==> src/rtl/core/frd_pkg.sv <==
// ----------------------------------------------------------------------------
// frd_pkg: shared types and constants of the file record deframer
// Character codes, result kinds, error codes and the result item layout.
// ----------------------------------------------------------------------------
package frd_pkg;

    localparam int DIGEST_CHARS = 32;
    localparam int DIGEST_CNT_W = 6;

    localparam logic [7:0] CHAR_FILE = 8'h66;   // 'f'
    localparam logic [7:0] CHAR_DIR  = 8'h64;   // 'd'
    localparam logic [7:0] CHAR_STOP = 8'h78;   // 'x'
    localparam logic [7:0] CHAR_DOT  = 8'h2e;   // '.'
    localparam logic [7:0] CHAR_SLSH = 8'h2f;   // '/'
    localparam logic [7:0] CHAR_SUBS = 8'h64;   // 'd', replaces dots and slashes

    localparam logic [19:0] MAX_NAME_RST = 20'd1000000;

    localparam logic [2:0] KIND_EVENT = 3'd0;
    localparam logic [2:0] KIND_FNAME = 3'd1;
    localparam logic [2:0] KIND_DNAME = 3'd2;
    localparam logic [2:0] KIND_DIGST = 3'd3;
    localparam logic [2:0] KIND_DATA  = 3'd4;

    localparam logic [1:0] ERR_NONE  = 2'd0;
    localparam logic [1:0] ERR_TYPE  = 2'd1;
    localparam logic [1:0] ERR_NLEN  = 2'd2;
    localparam logic [1:0] ERR_SIZE  = 2'd3;

    typedef struct packed {
        logic [7:0] out_byte;
        logic [2:0] byte_kind;
        logic       field_last;
        logic       record_done;
        logic       stop_seen;
        logic [1:0] error_code;
        logic       run_last;
    } result_t;

    function automatic result_t make_res(
        input logic [7:0] byte_val,
        input logic [2:0] kind,
        input logic       last,
        input logic       done,
        input logic       stop,
        input logic [1:0] err
    );
        result_t r;
        r.out_byte    = byte_val;
        r.byte_kind   = kind;
        r.field_last  = last;
        r.record_done = done;
        r.stop_seen   = stop;
        r.error_code  = err;
        r.run_last    = 1'b0;
        return r;
    endfunction

endpackage

==> src/rtl/core/frd_ifs.sv <==
// ----------------------------------------------------------------------------
// frd_ifs: stream interfaces of the file record deframer
// Input byte channel and result item channel, valid/ready handshake.
// ----------------------------------------------------------------------------
interface frd_in_if;
    logic       valid;
    logic       ready;
    logic [7:0] rx_byte;

    modport source (output valid, output rx_byte, input ready);
    modport sink   (input valid, input rx_byte, output ready);
endinterface

interface frd_out_if;
    logic       valid;
    logic       ready;
    logic [7:0] out_byte;
    logic [2:0] byte_kind;
    logic       field_last;
    logic       record_done;
    logic       stop_seen;
    logic [1:0] error_code;
    logic       run_last;

    modport source (output valid, output out_byte, output byte_kind, output field_last,
                    output record_done, output stop_seen, output error_code,
                    output run_last, input ready);
    modport sink   (input valid, input out_byte, input byte_kind, input field_last,
                    input record_done, input stop_seen, input error_code,
                    input run_last, output ready);
endinterface

==> src/rtl/core/file_record_deframer.sv <==
// ----------------------------------------------------------------------------
// file_record_deframer: splits a received byte stream into records
// Parses type, name length, name (sanitized), size, digest and data bytes
// and emits one result item per payload byte plus event items.
// ----------------------------------------------------------------------------
//
//  channel | dir | handshake      | payload
//  --------+-----+----------------+-------------------------------------------
//  rx      | in  | valid / ready  | rx_byte
//  res     | out | valid / ready  | out_byte, byte_kind, field_last,
//          |     |                | record_done, stop_seen, error_code, run_last
//  cfg     | in  | cfg_we         | cfg_wdata (max_name_length)
//
//  One input byte per cycle while rx.ready is high. The parse step and its
//  results are computed in the accept cycle and written into a 4-entry
//  result queue, from which res is read in order.
//  rx.ready is high while the queue holds at most one item, so a steady
//  one-result-per-byte stream runs at full rate; the name's final byte
//  (up to 3 results) may stall rx until the queue drains.
//  Reset empties the queue and returns the parser to the record type byte.
//  After a stop or error item every further byte is taken and dropped.
//
module file_record_deframer (
    input  logic               clk,
    input  logic               rst_n,
    frd_in_if.sink             rx,
    frd_out_if.source          res,
    input  logic               cfg_we,
    input  logic [19:0]        cfg_wdata
);
    import frd_pkg::*;

    // parser phases
    localparam logic [3:0] PH_TYPE    = 4'd0;
    localparam logic [3:0] PH_NAMELEN = 4'd1;
    localparam logic [3:0] PH_NAME    = 4'd2;
    localparam logic [3:0] PH_SIZE    = 4'd3;
    localparam logic [3:0] PH_DIGEST  = 4'd4;
    localparam logic [3:0] PH_SEP     = 4'd5;
    localparam logic [3:0] PH_DATA    = 4'd6;
    localparam logic [3:0] PH_STOP    = 4'd7;
    localparam logic [3:0] PH_ERROR   = 4'd8;

    // parser state
    logic [19:0]             max_name_reg;
    logic [3:0]              phase_reg,     phase_next;
    logic                    is_dir_reg,    is_dir_next;
    logic [1:0]              hdr_cnt_reg,   hdr_cnt_next;
    logic [31:0]             shift_reg,     shift_next;
    logic [19:0]             name_len_reg,  name_len_next;
    logic [19:0]             name_cnt_reg,  name_cnt_next;
    logic [7:0]              win_reg [2];   // name lookahead, no reset needed
    logic [7:0]              win_next [2];
    logic [1:0]              fill_reg,      fill_next;
    logic [30:0]             file_len_reg,  file_len_next;
    logic [30:0]             data_cnt_reg,  data_cnt_next;
    logic [DIGEST_CNT_W-1:0] dig_cnt_reg,   dig_cnt_next;

    // result queue
    result_t    q_reg [4];
    logic [1:0] wr_ptr_reg;
    logic [1:0] rd_ptr_reg;
    logic [2:0] q_cnt_reg;

    logic       accept;
    logic       pop;
    logic [1:0] n_res;
    result_t    res_item [3];

    // per-byte helpers
    logic [7:0]  b;
    logic [31:0] shifted;
    logic        name_end;
    logic [2:0]  name_kind;
    logic [30:0] data_inc;
    logic        data_last;
    logic        dig_last;
    logic [7:0]  a0, a1, a2;       // name tail before cleaning
    logic [7:0]  c0, c1, c2;       // name tail after cleaning

    assign accept   = rx.valid && rx.ready;
    assign pop      = res.valid && res.ready;
    assign rx.ready = (q_cnt_reg <= 3'd1);

    assign b         = rx.rx_byte;
    assign shifted   = {shift_reg[23:0], b};
    assign name_end  = ({1'b0, name_cnt_reg} + 21'd1) >= {1'b0, name_len_reg};
    assign name_kind = is_dir_reg ? KIND_DNAME : KIND_FNAME;
    assign data_inc  = data_cnt_reg + 31'd1;
    assign data_last = (data_inc >= file_len_reg);
    assign dig_last  = (dig_cnt_reg == DIGEST_CNT_W'(DIGEST_CHARS - 1));

    // Name tail: held window bytes followed by the closing byte, packed left.
    always_comb
    begin
        a0 = b;
        a1 = 8'h00;
        a2 = 8'h00;
        if (fill_reg == 2'd2)
        begin
            a0 = win_reg[0];
            a1 = win_reg[1];
            a2 = b;
        end
        else if (fill_reg == 2'd1)
        begin
            a0 = win_reg[0];
            a1 = b;
        end
    end

    // Left-to-right cleaning of the tail: "../" then "./" at each position.
    always_comb
    begin
        c0 = a0;
        c1 = a1;
        c2 = a2;
        if (fill_reg == 2'd2)
        begin
            if (a0 == CHAR_DOT && a1 == CHAR_DOT && a2 == CHAR_SLSH)
            begin
                c0 = CHAR_SUBS;
                c1 = CHAR_SUBS;
                c2 = CHAR_SUBS;
            end
            else if (a0 == CHAR_DOT && a1 == CHAR_SLSH)
            begin
                c0 = CHAR_SUBS;
                c1 = CHAR_SUBS;
            end
            else if (a1 == CHAR_DOT && a2 == CHAR_SLSH)
            begin
                c1 = CHAR_SUBS;
                c2 = CHAR_SUBS;
            end
        end
        else if (fill_reg == 2'd1)
        begin
            if (a0 == CHAR_DOT && a1 == CHAR_SLSH)
            begin
                c0 = CHAR_SUBS;
                c1 = CHAR_SUBS;
            end
        end
    end

    // Parse step for the accepted byte
    always_comb
    begin
        phase_next    = phase_reg;
        is_dir_next   = is_dir_reg;
        hdr_cnt_next  = hdr_cnt_reg;
        shift_next    = shift_reg;
        name_len_next = name_len_reg;
        name_cnt_next = name_cnt_reg;
        win_next[0]   = win_reg[0];
        win_next[1]   = win_reg[1];
        fill_next     = fill_reg;
        file_len_next = file_len_reg;
        data_cnt_next = data_cnt_reg;
        dig_cnt_next  = dig_cnt_reg;
        n_res         = 2'd0;
        res_item[0]   = '0;
        res_item[1]   = '0;
        res_item[2]   = '0;

        if (accept)
        begin
            unique case (phase_reg) inside
                PH_TYPE:
                begin
                    if (b == CHAR_FILE || b == CHAR_DIR)
                    begin
                        is_dir_next  = (b == CHAR_DIR);
                        hdr_cnt_next = 2'd0;
                        shift_next   = '0;
                        phase_next   = PH_NAMELEN;
                    end
                    else if (b == CHAR_STOP)
                    begin
                        phase_next  = PH_STOP;
                        n_res       = 2'd1;
                        res_item[0] = make_res(8'h00, KIND_EVENT, 1'b0, 1'b0, 1'b1, ERR_NONE);
                    end
                    else
                    begin
                        phase_next  = PH_ERROR;
                        n_res       = 2'd1;
                        res_item[0] = make_res(8'h00, KIND_EVENT, 1'b0, 1'b0, 1'b0, ERR_TYPE);
                    end
                end
                PH_NAMELEN:
                begin
                    shift_next = shifted;
                    if (hdr_cnt_reg == 2'd3)
                    begin
                        hdr_cnt_next = 2'd0;
                        // zero, above the limit, or negative (top bits set)
                        if (shifted == 32'd0 || shifted > {12'd0, max_name_reg})
                        begin
                            phase_next  = PH_ERROR;
                            n_res       = 2'd1;
                            res_item[0] = make_res(8'h00, KIND_EVENT, 1'b0, 1'b0, 1'b0,
                                                   ERR_NLEN);
                        end
                        else
                        begin
                            name_len_next = shifted[19:0];
                            name_cnt_next = '0;
                            fill_next     = 2'd0;
                            phase_next    = PH_NAME;
                        end
                    end
                    else
                    begin
                        hdr_cnt_next = hdr_cnt_reg + 2'd1;
                    end
                end
                PH_NAME:
                begin
                    if (name_end)
                    begin
                        // flush everything held, last item closes the name
                        fill_next = 2'd0;
                        n_res     = fill_reg + 2'd1;
                        res_item[0] = make_res(c0, name_kind, fill_reg == 2'd0,
                                               (fill_reg == 2'd0) && is_dir_reg,
                                               1'b0, ERR_NONE);
                        res_item[1] = make_res(c1, name_kind, fill_reg == 2'd1,
                                               (fill_reg == 2'd1) && is_dir_reg,
                                               1'b0, ERR_NONE);
                        res_item[2] = make_res(c2, name_kind, 1'b1, is_dir_reg,
                                               1'b0, ERR_NONE);
                        if (is_dir_reg)
                        begin
                            phase_next = PH_TYPE;
                        end
                        else
                        begin
                            hdr_cnt_next = 2'd0;
                            shift_next   = '0;
                            phase_next   = PH_SIZE;
                        end
                    end
                    else
                    begin
                        name_cnt_next = name_cnt_reg + 20'd1;
                        if (fill_reg != 2'd2)
                        begin
                            win_next[fill_reg[0]] = b;
                            fill_next             = fill_reg + 2'd1;
                        end
                        else
                        begin
                            n_res = 2'd1;
                            if (win_reg[0] == CHAR_DOT && win_reg[1] == CHAR_DOT
                                && b == CHAR_SLSH)
                            begin
                                res_item[0] = make_res(CHAR_SUBS, name_kind, 1'b0, 1'b0,
                                                       1'b0, ERR_NONE);
                                win_next[0] = CHAR_SUBS;
                                win_next[1] = CHAR_SUBS;
                            end
                            else if (win_reg[0] == CHAR_DOT && win_reg[1] == CHAR_SLSH)
                            begin
                                res_item[0] = make_res(CHAR_SUBS, name_kind, 1'b0, 1'b0,
                                                       1'b0, ERR_NONE);
                                win_next[0] = CHAR_SUBS;
                                win_next[1] = b;
                            end
                            else
                            begin
                                res_item[0] = make_res(win_reg[0], name_kind, 1'b0, 1'b0,
                                                       1'b0, ERR_NONE);
                                win_next[0] = win_reg[1];
                                win_next[1] = b;
                            end
                        end
                    end
                end
                PH_SIZE:
                begin
                    shift_next = shifted;
                    if (hdr_cnt_reg == 2'd3)
                    begin
                        hdr_cnt_next = 2'd0;
                        if (shifted[31])
                        begin
                            phase_next  = PH_ERROR;
                            n_res       = 2'd1;
                            res_item[0] = make_res(8'h00, KIND_EVENT, 1'b0, 1'b0, 1'b0,
                                                   ERR_SIZE);
                        end
                        else
                        begin
                            file_len_next = shifted[30:0];
                            dig_cnt_next  = '0;
                            phase_next    = PH_DIGEST;
                        end
                    end
                    else
                    begin
                        hdr_cnt_next = hdr_cnt_reg + 2'd1;
                    end
                end
                PH_DIGEST:
                begin
                    n_res       = 2'd1;
                    res_item[0] = make_res(b, KIND_DIGST, dig_last, 1'b0, 1'b0, ERR_NONE);
                    if (dig_last)
                    begin
                        phase_next = PH_SEP;
                    end
                    else
                    begin
                        dig_cnt_next = dig_cnt_reg + DIGEST_CNT_W'(1);
                    end
                end
                PH_SEP:
                begin
                    if (file_len_reg == 31'd0)
                    begin
                        // empty file: record closes on the separator
                        n_res       = 2'd1;
                        res_item[0] = make_res(8'h00, KIND_EVENT, 1'b0, 1'b1, 1'b0,
                                               ERR_NONE);
                        phase_next  = PH_TYPE;
                    end
                    else
                    begin
                        data_cnt_next = '0;
                        phase_next    = PH_DATA;
                    end
                end
                PH_DATA:
                begin
                    data_cnt_next = data_inc;
                    n_res         = 2'd1;
                    res_item[0]   = make_res(b, KIND_DATA, data_last, data_last, 1'b0,
                                             ERR_NONE);
                    if (data_last)
                    begin
                        phase_next = PH_TYPE;
                    end
                end
                PH_STOP, PH_ERROR:
                begin
                    // sticky: bytes are dropped
                end
                default:
                begin
                    phase_next = PH_ERROR;
                end
            endcase

            // mark the final item of this byte
            case (n_res)
                2'd1:    res_item[0].run_last = 1'b1;
                2'd2:    res_item[1].run_last = 1'b1;
                2'd3:    res_item[2].run_last = 1'b1;
                default: ;
            endcase
        end
    end

    // control state
    always_ff @(posedge clk or negedge rst_n)
    begin
        if (!rst_n)
        begin
            max_name_reg <= MAX_NAME_RST;
            phase_reg    <= PH_TYPE;
            is_dir_reg   <= 1'b0;
            hdr_cnt_reg  <= '0;
            shift_reg    <= '0;
            name_len_reg <= '0;
            name_cnt_reg <= '0;
            fill_reg     <= '0;
            file_len_reg <= '0;
            data_cnt_reg <= '0;
            dig_cnt_reg  <= '0;
            wr_ptr_reg   <= '0;
            rd_ptr_reg   <= '0;
            q_cnt_reg    <= '0;
        end
        else
        begin
            if (cfg_we)
            begin
                max_name_reg <= cfg_wdata;
            end
            phase_reg    <= phase_next;
            is_dir_reg   <= is_dir_next;
            hdr_cnt_reg  <= hdr_cnt_next;
            shift_reg    <= shift_next;
            name_len_reg <= name_len_next;
            name_cnt_reg <= name_cnt_next;
            fill_reg     <= fill_next;
            file_len_reg <= file_len_next;
            data_cnt_reg <= data_cnt_next;
            dig_cnt_reg  <= dig_cnt_next;
            wr_ptr_reg   <= wr_ptr_reg + n_res;
            rd_ptr_reg   <= rd_ptr_reg + {1'b0, pop};
            q_cnt_reg    <= q_cnt_reg + {1'b0, n_res} - {2'b00, pop};
        end
    end

    // payload storage: window and queue entries
    always_ff @(posedge clk)
    begin
        win_reg[0] <= win_next[0];
        win_reg[1] <= win_next[1];
        for (int i = 0; i < 3; i++)
        begin
            if (2'(i) < n_res)
            begin
                q_reg[wr_ptr_reg + 2'(i)] <= res_item[i];
            end
        end
    end

    assign res.valid       = (q_cnt_reg != 3'd0);
    assign res.out_byte    = q_reg[rd_ptr_reg].out_byte;
    assign res.byte_kind   = q_reg[rd_ptr_reg].byte_kind;
    assign res.field_last  = q_reg[rd_ptr_reg].field_last;
    assign res.record_done = q_reg[rd_ptr_reg].record_done;
    assign res.stop_seen   = q_reg[rd_ptr_reg].stop_seen;
    assign res.error_code  = q_reg[rd_ptr_reg].error_code;
    assign res.run_last    = q_reg[rd_ptr_reg].run_last;

endmodule

==> src/flat_wrapper.sv <==
// flat-port wrapper written by rule: the top's interface ports become plain ports
module file_record_deframer_flat import frd_pkg::*;
  (clk, rst_n, cfg_we, cfg_wdata, rx_valid, rx_rx_byte, rx_ready, res_valid, res_out_byte, res_byte_kind, res_field_last, res_record_done, res_stop_seen, res_error_code, res_run_last, res_ready);
  frd_in_if rx_i ();
  frd_out_if res_i ();
  input  logic clk;
  input  logic rst_n;
  input  logic cfg_we;
  input  logic [19:0] cfg_wdata;
  input wire logic [$bits(rx_i.valid)-1:0] rx_valid;
  input wire logic [$bits(rx_i.rx_byte)-1:0] rx_rx_byte;
  output wire logic [$bits(rx_i.ready)-1:0] rx_ready;
  output wire logic [$bits(res_i.valid)-1:0] res_valid;
  output wire logic [$bits(res_i.out_byte)-1:0] res_out_byte;
  output wire logic [$bits(res_i.byte_kind)-1:0] res_byte_kind;
  output wire logic [$bits(res_i.field_last)-1:0] res_field_last;
  output wire logic [$bits(res_i.record_done)-1:0] res_record_done;
  output wire logic [$bits(res_i.stop_seen)-1:0] res_stop_seen;
  output wire logic [$bits(res_i.error_code)-1:0] res_error_code;
  output wire logic [$bits(res_i.run_last)-1:0] res_run_last;
  input wire logic [$bits(res_i.ready)-1:0] res_ready;
  assign rx_i.valid = rx_valid;
  assign rx_i.rx_byte = rx_rx_byte;
  assign rx_ready = rx_i.ready;
  assign res_valid = res_i.valid;
  assign res_out_byte = res_i.out_byte;
  assign res_byte_kind = res_i.byte_kind;
  assign res_field_last = res_i.field_last;
  assign res_record_done = res_i.record_done;
  assign res_stop_seen = res_i.stop_seen;
  assign res_error_code = res_i.error_code;
  assign res_run_last = res_i.run_last;
  assign res_i.ready = res_ready;
  file_record_deframer u_core (.clk(clk), .rst_n(rst_n), .rx(rx_i), .res(res_i), .cfg_we(cfg_we), .cfg_wdata(cfg_wdata));
endmodule
==> config.mk <==
export PLATFORM = sky130hd
export DESIGN_NAME = file_record_deframer_flat
export DESIGN_NICKNAME = d
export VERILOG_FILES = /design/src/rtl/core/frd_pkg.sv /design/src/rtl/core/frd_ifs.sv /design/src/rtl/core/file_record_deframer.sv /design/src/flat_wrapper.sv
export SDC_FILE = /design/constraint.sdc
export NUM_CORES = 1
export LEC_CHECK = 0
export ABC_CLOCK_PERIOD_IN_PS = 5100
export BUFFER_PORTS_ARGS = -buffer_cell sky130_fd_sc_hd__buf_2
export CELL_PAD_IN_SITES_DETAIL_PLACEMENT = 0
export CELL_PAD_IN_SITES_GLOBAL_PLACEMENT = 2
export CORE_MARGIN = 2
export CORE_UTILIZATION = 35
export DETAILED_ROUTE_END_ITERATION = 12
export PLACE_DENSITY_LB_ADDON = 0.3
export SLEW_MARGIN = 20
export SYNTH_ARGS = -nofsm -noshare
export SYNTH_HDL_FRONTEND = slang
export SYNTH_SLANG_ARGS = --single-unit
==> constraint.sdc <==
create_clock -name clk -period 5.1 [get_ports clk]
set_input_delay 0.765 -clock clk [delete_from_list [all_inputs] [get_ports clk]]
set_output_delay 0.765 -clock clk [all_outputs]
set_load 0.005 [all_outputs]
Word level (Yosys, flattened, before mapping):

Memories as Yosys holds them, arrays and structs flattened.
Index checks and enable logic that the tools add are counted.

* bitwise gates (word level): 4
* magnitude comparators: 9
* reductions and logical operators: 35
* multiplexer cells: 100
* eq/ne operators: 40
* add/sub/neg operators: 12

Operator list (count)
* $mux 8: 20
* $pmux 17 s7: 1
* $mux 17: 6
* $mux 16: 6
* $mux 24: 3
* $pmux 24 s3: 1
* $mux 34: 2
* $eq 8x6->1 const B: 8
* $pmux 31 s2: 1
* $mux 20: 3
* $mux 51: 1
* $mux 4: 11
* $pmux 20 s2: 1
* $gt 32x20->1: 1
* $logic_not 32->1: 1
* $pmux 4 s8: 1
* $add 31x1->31 const B: 1
* $ge 31x31->1: 1
* $logic_not 31->1: 1
* $mux 31: 1
* $mux 2: 15
* $eq 8x7->1 const B: 3
* $add 20x1->21 const B: 1
* $ge 21x20->1: 1
* 46 further kinds: 109

* bits of input ports: 33
* flip-flop bits (word level): 168
* RAM bits: 84
* output and inout port bits: 19
* memories kept: 2

Memories
* u_core.q_reg: depth 4, bits a word 17, rd ports 1, clocked after Yosys merged registers in 0, write ports 3, RTL line file_record_deframer.sv:60 `result_t q_reg [4];`
* u_core.win_reg: depth 2, bits a word 8, rd ports 2, clocked after Yosys merged registers in 0, write ports 2, RTL line file_record_deframer.sv:52 `logic [7:0] win_reg [2];`

Logic depth before layout (Yosys ltp):

Gate-level depths: netlist of the first run.

* depth after elaboration: 13
* gate-level depth with buffers: 20

Worst setup path after synthesis of the first run:

OpenSTA, ideal clock, no wires.

* kind: register to register
* start point: register u_core.name_cnt_reg[0]
* end point: memory u_core.q_reg[3][0] (netlist name) (enable)
* arrival time: 4531 ps
* path slack: 168 ps
* library setup time: 401 ps
* cell stages (with the launch flop): 17
* buffers on the path: 1
* data required time: 4699 ps
* path through: dfrtp_1 > ha_1 > and4_4 > nand4_4 > or2_1 > buf_6 > nor2_1 > nand3_1 > xnor2_1 > ha_1 > nand3_1 > nor4_1 > o2111a_1 > o41ai_1 > o21ai_2 > nor2_2 > o21ai_0

RTL lines
* start, declared: RTL line file_record_deframer.sv:51 `logic [19:0] name_cnt_reg, name_cnt_next;`
* start signal, assigned: RTL line file_record_deframer.sv:397 `name_cnt_reg <= name_cnt_next;`
* end, declared: RTL line file_record_deframer.sv:60

==> impl_metrics.py, run 1 <==
metrics = {
    "floorplanning": {
        "die_h_um": 207.2,
        "die_area_mm2": 0.04293,
        "die_w_um": 207.2,
        "start_util": 0.3540,
        "rows": 74,
        "core-area_mm2": 0.04083,
        "io_pins": 52,
    },
    "global_routing": {
        "antenna_found_initial": 0,
        "grt_usage": 0.1894,
        "grt_pass1_vias": 11460,
        "overflow": 0,
        "grt_pass1_wl_um": 65550,
        "grt_max_degree": 105,
    },
    "yosys": {
        "synth_edf_count": 68,
        "synth.distinct_cells": 90,
        "synth.cell_area_mm2": 0.01445,
        "synth-seq-cells": 252,
        "synthCells": 1514,
        "yosys_most_used_dff": "dfrtp_1",
        "synth_top_area_share": 0.2788,
        "ys_warn_count": 0,
        "synth_area_leader_cell": "dfrtp_1",
        "ys_top_cells_by_count": "nand2_1, o21ai_0, dfrtp_1, inv_1, ha_1",
        "synth_top_cells_by_area": "dfrtp_1, edfxtp_1, ha_1",
        "yosysMostFrequentCell": "nand2_1",
        "avgSynthCellArea_um2": 9.546,
        "ys_seq_area_frac": 0.4549,
        "syn-num-nets": 1632,
        "synthArstFlopShare": 0.6667,
    },
    "drt": {
        "routed.top_layer": "met4",
        "wl_per_cell_um": 19.33,
        "dr.pass1.iters": 7,
        "postRouteAntennaNets": 0,
        "met2_length_um": 19190,
        "vias_per_cell": 5.429,
        "drt_iter0_drc": 753,
        "route.met3.wl_um": 1518,
        "drc": 0,
        "routed_wl_um": 40950,
        "route.vias.total": 11500,
        "wl_met1_um": 19430,
    },
    "clock_tree": {
        "numCtsBuffers": 30,
        "clock_path_buffers": 3,
        "cts_hold_buf": 0,
        "clk_latency_ns": 0.57,
        "cts.sinks": 252,
        "cts.reportedPaths.clkPinSlew_ns": 0.06,
        "cts_tree": "yes",
        "cts-root-buf": "clkbuf_16",
        "h-tree-depth": 1,
    },
    "placed_design": {
        "placed_cells": 2061,
        "place_area_mm2": 0.01542,
        "numPortBuffers": 51,
        "hpwl_um": 29440,
        "place_congestion": 0.8495,
    },
    "finish": {
        "n_fill_cell": 4061,
        "layout.nets": 1682,
        "largest_reg_flops": 68,
        "seqCellArea_mm2": 0.006576,
        "multi_input_area_mm2": 0.007276,
        "final_layout_size_suffix_gt1_frac": 0.1349,
        "finalNonFillerCells": 2118,
        "antenna_cells": 0,
        "postLayoutCellArea_mm2": 0.01655,
        "area_growth_pct": 14.53,
    },
    "sta": {
        "slew_headroom": 0.2577,
        "finClkSkew_ns": 0.02082,
        "post-route-period-util": 0.9446,
        "final.setup.tns_ns": 0,
        "worst_slew_pin_slew_ns": 1.099,
        "fmax_mhz": 207.6,
        "rsz0062_at_grt": "false",
        "setup_viol": 0,
        "finalCriticalPeriod_ns": 4.818,
        "hold_viol": 0,
        "slew_violations": 0,
    },
    "run_status": {
        "outcome": "completed",
    },
    "critical_path": {
        "r2r_setup_slack_ns": 0.28,
        "start_kind": "register",
        "crit_path_end_kind": "register",
        "cp_max_fo": 13,
        "crit_type": "reg2reg",
        "r2r-start": "u_core.name_cnt_reg[0]",
        "cp-startpoint": "u_core.name_cnt_reg[0]",
        "worstPathArrival_ns": 5.07,
        "critical_path_required_ns": 5.35,
    },
    "power_and_ir_drop": {
        "power_density_mw_per_mm2": 393.0,
        "fin_total_pwr_w": 0.006505,
        "vdd_drop_max_v": 0.0002492,
        "power_leakage_nw": 6.980,
    },
    "worst_hold_path": {
        "hp-class": "in2async",
    },
    "run": {
        "maxCapViolCount": 0,
    },
}
==> critical path, cell delays in order (launching register included) <==
cell	delay, ns
dfrtp_1	0.43
ha_1	0.30
and4_4	0.29
nand4_4	0.13
or2_1	0.28
nor2_2	0.19
nand3_1	0.12
xnor2_1	0.17
ha_1	0.32
nand3_1	0.12
nor4_2	0.37
o2111a_2	0.39
o41ai_1	0.10
buf_4	0.20
o21ai_2	0.29
or2_1	0.29
a21oi_1	0.17
nand2_1	0.10
buf_4	0.23
==> path summary, 6_finish.rpt <==
| path | end | depth (start not counted) |
|---|---|---|
| max in group asynchronous | u_core.rd_ptr_reg[0] | 2 |
| min in group clk | u_core.max_name_reg[10] | 3 |
| worst min-delay path | u_core.max_name_reg[0] | 1 |
| worst min register to register | u_core.q_reg[0][8] | 2 |
| worst max register to register | u_core.q_reg[0][7] | 18 |
| worst max-delay path | u_core.q_reg[0][7] | 18 |
==> through the flow <==
step                  util  setup slack [ns]  hold slack [ns]
finish              0.4054            0.2824           0.1998
floorplan                -            0.1681           0.4430
detailed placement  0.3776            0.1020           0.4585
CTS                 0.4035           0.05602           0.2039
global placement    0.3776            0.2341           0.4548
global route        0.4054          0.003647           0.2389
==> cells by family after synthesis <==
group                      Yosys count  share of synthesized area
adders and majority gates           85                    0.07411
buffers and inverters              171                    0.04779
and+or+nand+nor                    517                     0.1725
muxes                               21                    0.02961
DFF                                252                     0.4549
xor gates and xnor gates            53                    0.03212
AOI/OAI and AO/OA                  415                     0.1889
==> power by group <==
group	leakage (nW)	internal [W]	total (W)	switching, W
combinational	3.60	0.000632	0.00158	0.000948
sequential	2.88	0.00233	0.00263	0.000304
clock	0.507	0.00143	0.00229	0.000864
==> placed cells by master, fill, tap and decap left out, types with 16 or more instances in the layout <==
cell,synthesis,layout
inv_1,89,89
xor2_1,19,19
o21ai_0,177,176
nor4_1,24,23
edfxtp_1,68,68
mux4_2,17,17
buf_2,12,50
clkbuf_16,0,31
nand4_1,26,26
xnor2_1,34,34
ha_1,84,84
nand3_1,44,44
dfxtp_1,16,16
nor2_1,82,79
o22ai_1,18,18
nand2_1,228,227
buf_4,1,45
nand2b_1,22,22
o221ai_1,27,27
a21oi_1,46,46
dfrtp_1,161,160
a22o_1,44,44
==> metal layers <==
layer  GRT usage  up-vias
li1            -     5611
met1      0.2685     5595
met2      0.3089      243
met3     0.02092       50
met4     0.04901        0
met5           0        -
==> layout make-up <==
cell class | instances | share of cell area
Timing Repair Buffer | 98 | 0.03863
Inverter | 90 | 0.02041
Sequential cell | 252 | 0.3973
Clock inverter | 12 | 0.01149
Clock buffer | 42 | 0.05239
Tap cell | 532 | 0.04021
Multi-Input combinational cell | 1092 | 0.4396
==> timing repair <==
action                                  4_1_cts  5_1_grt
resized for setup                             0        8
buffers inserted                              0        2
endpoints found under the setup margin        0      120
Note: power is estimated with default switching activity, not from simulation.
==> run 2, diff against run 1 <==
--- a/config.mk
+++ b/config.mk
@@ -10,10 +10,11 @@
 export CELL_PAD_IN_SITES_DETAIL_PLACEMENT = 0
 export CELL_PAD_IN_SITES_GLOBAL_PLACEMENT = 2
 export CORE_MARGIN = 2
-export CORE_UTILIZATION = 35
+export CORE_UTILIZATION = 37
 export DETAILED_ROUTE_END_ITERATION = 12
 export PLACE_DENSITY_LB_ADDON = 0.3
-export SLEW_MARGIN = 20
+export RECOVER_POWER = 25
+export SLEW_MARGIN = 25
 export SYNTH_ARGS = -nofsm -noshare
 export SYNTH_HDL_FRONTEND = slang
 export SYNTH_SLANG_ARGS = --single-unit
==> run 2 against run 1 <==
Effect of this change:
- the run now ends with max-capacitance violations, max-slew violations left
- die area down 5.3%
- fmax up 0.91%
- worst hold slack better by 0.21 ns
- global-route usage up 1.4 points
- clock-buffer cell count down 3
- combinational power about the same
- sequential share of layout area up 0.28 points
- power down 3.0%
- largest power group unchanged
- highest routed layer unchanged
==> impl_metrics.py, run 2 (synthesis results as in run 1) <==
metrics = {
    "run_status": {
        "outcome": "finished with violations",
        "violations": "max-capacitance violations, max-slew violations",
    },
    "clock_tree": {
        "cts_tree": "yes",
        "h-tree-depth": 1,
        "clk_latency_ns": 0.57,
        "numCtsBuffers": 30,
        "cts.reportedPaths.clkPinSlew_ns": 0.06,
        "cts-root-buf": "clkbuf_16",
        "cts.sinks": 252,
        "clock_path_buffers": 3,
    },
    "worst_hold_path": {
        "hp-class": "in2reg",
    },
    "sta": {
        "post-route-period-util": 0.9361,
        "hold_viol": 0,
        "slew_violations": 133,
        "setup_viol": 0,
        "finalWorstSetupSlack_ns": 0.3258,
        "finalCriticalPeriod_ns": 4.774,
        "finClkSkew_ns": 0.01825,
        "slew_headroom": -0.6533,
        "whs_ns": 0.4134,
        "worst_slew_pin_slew_ns": 2.480,
        "final.setup.tns_ns": 0,
        "fmax_mhz": 209.5,
    },
    "finish": {
        "n_fill_cell": 3797,
        "antenna_cells": 0,
        "utilization": 0.4253,
        "area_growth_pct": 13.72,
        "largest_reg_flops": 68,
        "layout_commonest_cell": "nand2_1",
        "layout.nets": 1682,
        "finalNonFillerCells": 2105,
        "final_layout_size_suffix_gt1_frac": 0.1348,
        "mostFrequentLayoutCells": "nand2_1, o21ai_0, dfrtp_1",
    },
    "critical_path": {
        "start_kind": "register",
        "crit_family": "compound AO/OA/AOI/OAI gates",
        "worstPathArrival_ns": 5.06,
        "cp_max_fo": 6,
        "crit_type": "reg2reg",
        "crit_buf_inv": 0,
        "path_cells": "ha_1 -> and4_4 -> nand4_4 -> or2_1 -> nor2_1 -> nand3_1 -> xnor2_1 -> ha_1 -> a21o_1 -> a21oi_1 -> nand4_1 -> o311ai_4 -> o211ai_2 -> o21a_1 -> a222oi_1 -> a21oi_1",
        "slowest_stage": "o311ai_4",
        "cpPeakStageDelay_ns": 0.54,
        "crit_path_end_kind": "register",
        "critical_path_required_ns": 5.39,
    },
    "global_routing": {
        "grt_pass1_wl_um": 65790,
        "grt_max_degree": 95,
        "grt_pass1_vias": 11500,
        "antenna_found_initial": 0,
        "overflow": 0,
        "grt_usage": 0.2032,
    },
    "floorplanning": {
        "die_area_mm2": 0.04066,
        "core-area_mm2": 0.03865,
        "rows": 72,
        "io_pins": 52,
        "die_w_um": 201.6,
        "die_h_um": 201.6,
        "start_util": 0.3740,
    },
    "power_and_ir_drop": {
        "power_leakage_nw": 6.952,
        "seqPwrFrac": 0.419,
        "internal-power_w": 0.004190,
        "power_density_mw_per_mm2": 383.8,
        "p_clk_frac": 0.332,
        "vdd_drop_max_v": 0.0002622,
        "pwr-share-comb": 0.249,
        "power.share.switching": 0.3359,
        "netSwitchingPower_w": 0.002119,
    },
    "drt": {
        "drc": 0,
        "postRouteAntennaNets": 0,
        "vias_per_cell": 5.484,
        "drt_iter0_drc": 800,
        "routed_wl_um": 40760,
        "route.vias.total": 11540,
        "wl_per_cell_um": 19.36,
        "dr.pass1.iters": 5,
    },
    "placed_design": {
        "post-place-ws_ns": 0.1517,
        "hpwl_um": 29410,
        "placed_cells": 2049,
        "place_congestion": 0.8809,
        "numPortBuffers": 51,
    },
    "run": {
        "maxCapViolCount": 2,
    },
}
run 2: cell types whose count changed in the layout (fill, tap and decap cells not counted), sizes merged:
cell / delta
clkinv: +7
inv: +1
buf: -2
bufinv: -4
o311ai: -1
run 2: worst paths after layout:
check	cells past startpoint	startpoint	end	slack, ns
max	16	u_core.name_cnt_reg[0]	u_core.q_reg[2][10]	0.33
min reg2reg	2	u_core.q_reg[0][3]	u_core.q_reg[0][3]	0.47
min in group asynchronous	1	rst_n	u_core.max_name_reg[11]	0.93
min	3	cfg_wdata[19]	u_core.max_name_reg[19]	0.41
max reg2reg	16	u_core.name_cnt_reg[0]	u_core.q_reg[2][10]	0.33
max in group asynchronous	2	rst_n	u_core.file_len_reg[7]	1.25
run 2: per-stage QoR:
stage / total power (W) / instance area [um2]
6_report: 0.006308 / 16440
2_1_floorplan: 0.003712 / 14450
4_1_cts: 0.006379 / 16380
3_3_place_gp: 0.004225 / 15400
3_5_place_dp: 0.004250 / 15410
5_1_grt: 0.006710 / 16440
run 2: worst reg2reg max path: stages, from the launching register on:
cell and delay, ns:
dfrtp_1 0.42, ha_1 0.28, and4_4 0.29, nand4_4 0.13, or2_1 0.27, nor2_1 0.16
nand3_1 0.11, xnor2_1 0.21, ha_1 0.28, a21o_1 0.16, a21oi_1 0.18, nand4_1 0.36
o311ai_4 0.54, o211ai_2 0.26, o21a_1 0.33, a222oi_1 0.43, a21oi_1 0.11
run 2: repair_timing:
item	4_1_cts	5_1_grt
hold buffers	0	0
buffers inserted	0	1
gates resized for setup	0	8
endpoints found under the setup margin	0	83
run 2: layout make-up:
class | instances | area, um2 | area share
Inverter | 90 | 337.8 | 0.02055
Clock inverter | 16 | 115.1 | 0.007004
Multi-Input combinational cell | 1091 | 7279 | 0.4429
Timing Repair Buffer | 99 | 623.1 | 0.03791
Tap cell | 518 | 648.1 | 0.03943
Clock buffer | 39 | 855.8 | 0.05207
Sequential cell | 252 | 6576 | 0.4001
run 2: routing by layer:
layer,global-route usage,wire length [um],part of all wire
met3,0.02349,1478,0.036
met5,0,0,0
met1,0.2706,18340,0.45
met2,0.3505,19860,0.49
met4,0.05462,1084,0.027
run 2: power by group through the flow:
stage,Clock (W),Sequential [W],Combinational [W]
2_1_floorplan,0,0.00249,0.00122
3_3_place_gp,0,0.00267,0.00155
3_5_place_dp,0,0.00268,0.00157
4_1_cts,0.00215,0.00264,0.00159
5_1_grt,0.00224,0.00269,0.00178
6_report,0.00210,0.00264,0.00157
==> run 3, diff against run 2 <==
--- a/config.mk
+++ b/config.mk
@@ -12,7 +12,7 @@
 export CORE_MARGIN = 2
 export CORE_UTILIZATION = 37
 export DETAILED_ROUTE_END_ITERATION = 12
-export PLACE_DENSITY_LB_ADDON = 0.3
+export PLACE_DENSITY = 0.85
 export RECOVER_POWER = 25
 export SLEW_MARGIN = 25
 export SYNTH_ARGS = -nofsm -noshare
==> run 3 against run 2 <==
Effect of this change:
- worst setup slack better by 0.088 ns
- global-route usage is 0.56 points lower
- power fell by 1.5%
- critical endpoint is now u_core.q_reg[2][4]
- register-to-register slack improved by 0.09 ns
- first-iteration DRC count shrank 4.3%
- clock power decreased by 5%
- the run still ends with max-capacitance violations, max-slew violations left
==> impl_metrics.py, run 3 (synthesis results as in run 1) <==
metrics = {
    "clock_tree": {
        "h-tree-depth": 1,
        "cts.reportedPaths.clkPinSlew_ns": 0.06,
        "numCtsBuffers": 29,
        "clock_path_buffers": 3,
        "cts.sinks": 252,
        "cts_tree": "yes",
        "clk_latency_ns": 0.57,
        "cts-root-buf": "clkbuf_16",
        "cts_hold_buf": 0,
    },
    "floorplanning": {
        "die_area_mm2": 0.04066,
        "die_h_um": 201.6,
        "rows": 72,
        "core-area_mm2": 0.03865,
        "io_pins": 52,
        "die_w_um": 201.6,
        "start_util": 0.3740,
    },
    "global_routing": {
        "overflow": 0,
        "grt_usage": 0.1976,
        "antenna_found_initial": 0,
        "grt_pass1_vias": 11300,
        "grt_max_degree": 94,
        "grt_pass1_wl_um": 64470,
    },
    "sta": {
        "rsz0062_at_grt": "false",
        "worst_slew_pin_slew_ns": 2.447,
        "finalCriticalPeriod_ns": 4.686,
        "finalWorstSetupSlack_ns": 0.4138,
        "slew_violations": 131,
        "fmax_mhz": 213.4,
        "finClkSkew_ns": 0.02902,
        "final.setup.tns_ns": 0,
        "post-route-period-util": 0.9189,
        "setup_viol": 0,
        "slew_headroom": -0.6316,
        "hold_viol": 0,
    },
    "critical_path": {
        "slowest_stage": "o41ai_1",
        "crit_path_end_kind": "register",
        "crit_top_cell": "nor2_1",
        "crit_buf_inv": 1,
        "r2r_setup_slack_ns": 0.41,
        "crit_type": "reg2reg",
        "critical_path_required_ns": 5.39,
        "path_cells": "ha_1 -> nand3_1 -> nor2_1 -> buf_4 -> nand3_1 -> nor2_1 -> xor2_1 -> ha_1 -> nand4_1 -> nor2_1 -> o21ai_0 -> a21oi_1 -> o41ai_1 -> a311oi_1 -> o21ba_2 -> a311oi_2 -> o22ai_1",
        "cpPeakStageDelay_ns": 0.69,
        "worstPathArrival_ns": 4.97,
        "start_kind": "register",
        "crit_family": "compound AO/OA/AOI/OAI gates",
        "cp_max_fo": 6,
    },
    "run_status": {
        "violations": "max-capacitance violations, max-slew violations",
        "outcome": "finished with violations",
    },
    "power_and_ir_drop": {
        "seqPwrFrac": 0.425,
        "power_leakage_nw": 6.933,
        "power.share.switching": 0.3348,
        "netSwitchingPower_w": 0.002080,
        "vdd_drop_max_v": 0.0003488,
        "p_clk_frac": 0.322,
        "pwr-share-comb": 0.253,
        "internal-power_w": 0.004132,
        "power_density_mw_per_mm2": 378.8,
    },
    "placed_design": {
        "hpwl_um": 28800,
        "place_congestion": 0.8726,
        "post-place-ws_ns": 0.1677,
        "numPortBuffers": 51,
    },
    "finish": {
        "area_growth_pct": 13.45,
        "layout.nets": 1682,
        "utilization": 0.4243,
        "mostFrequentLayoutCells": "nand2_1, o21ai_0, dfrtp_1",
        "layout_commonest_cell": "nand2_1",
        "largest_reg_flops": 68,
        "antenna_cells": 0,
        "final_layout_size_suffix_gt1_frac": 0.1309,
        "n_fill_cell": 3786,
    },
    "worst_hold_path": {
        "hp-class": "in2reg",
    },
    "drt": {
        "drt_iter0_drc": 766,
        "drc": 0,
        "wl_per_cell_um": 18.96,
        "route.vias.total": 11480,
        "routed_wl_um": 39810,
        "vias_per_cell": 5.468,
        "postRouteAntennaNets": 0,
        "dr.pass1.iters": 5,
    },
    "run": {
        "maxCapViolCount": 2,
    },
}
==> run 3: cell count changes in the layout (fill, tap and decap cells not counted), sizes merged <==
cell / previous run / this run
bufinv: 1 / 2
clkinv: 12 / 5
buf: 96 / 97
clkinvlp: 3 / 2
==> run 3: final cells by class <==
class | instances | area, um2 | share of cell area
clock buffers | 39 | 783.3 | 0.04777
clock inverters | 9 | 101.3 | 0.006181
inverters | 90 | 337.8 | 0.02060
multi-input cells | 1091 | 7303 | 0.4454
flip-flops and latches | 252 | 6576 | 0.4011
well taps | 518 | 648.1 | 0.03953
repair buffers | 100 | 646.9 | 0.03945
==> run 3: worst register-to-register path: stages (launching register included) <==
cell and delay (ns):
dfrtp_1 0.43, ha_1 0.26, nand3_1 0.15, nor2_1 0.17
buf_4 0.15, nand3_1 0.10, nor2_1 0.27, xor2_1 0.24
ha_1 0.28, nand4_1 0.13, nor2_1 0.11, o21ai_0 0.08
a21oi_1 0.08, o41ai_1 0.69, a311oi_1 0.31, o21ba_2 0.30
a311oi_2 0.48, o22ai_1 0.19
==> run 3: power groups by stage <==
stage | registers (W) | logic [W] | clock network, W
2_1_floorplan | 0.00249 | 0.00122 | 0
3_3_place_gp | 0.00267 | 0.00153 | 0
3_5_place_dp | 0.00267 | 0.00156 | 0
4_1_cts | 0.00264 | 0.00157 | 0.00205
5_1_grt | 0.00269 | 0.00178 | 0.00213
6_report | 0.00264 | 0.00157 | 0.00200
==> run 3: final timing paths <==
check / startpoint / end / cells after the start
worst min register to register: u_core.q_reg[0][3] / u_core.q_reg[0][3] / 2
min in group asynchronous: rst_n / u_core.max_name_reg[11] / 1
worst max register to register: u_core.data_cnt_reg[0] / u_core.q_reg[2][4] / 17
worst max-delay path: u_core.data_cnt_reg[0] / u_core.q_reg[2][4] / 17
worst min-delay path: cfg_wdata[12] / u_core.max_name_reg[12] / 3
max in group asynchronous: rst_n / u_core.data_cnt_reg[19] / 2
==> run 3: metrics by stage <==
step	hold WS, ns	power (W)	area, um2	std cells
detailed placement	0.4580	0.004236	15410	2049
global placement	0.4549	0.004191	15410	2049
floorplan	0.4430	0.003712	14450	1514
CTS	0.3258	0.006264	16300	2097
finish	0.4226	0.006212	16400	2099
global route	0.4256	0.006595	16400	2099
==> run 3: repair_timing <==
action                     CTS  global route
setup buffers                0             1
gates resized for setup      0            13
setup endpoints to repair    0            82
==> run 3: routing by layer <==
layer	global-route usage	wire (um)	part of all wire	vias up
li1	-	-	-	5603
met1	0.2678	17980	0.45	5539
met2	0.3304	19090	0.48	272
met3	0.02770	1720	0.043	64
met4	0.05593	1017	0.026	0
met5	0	0	0	-
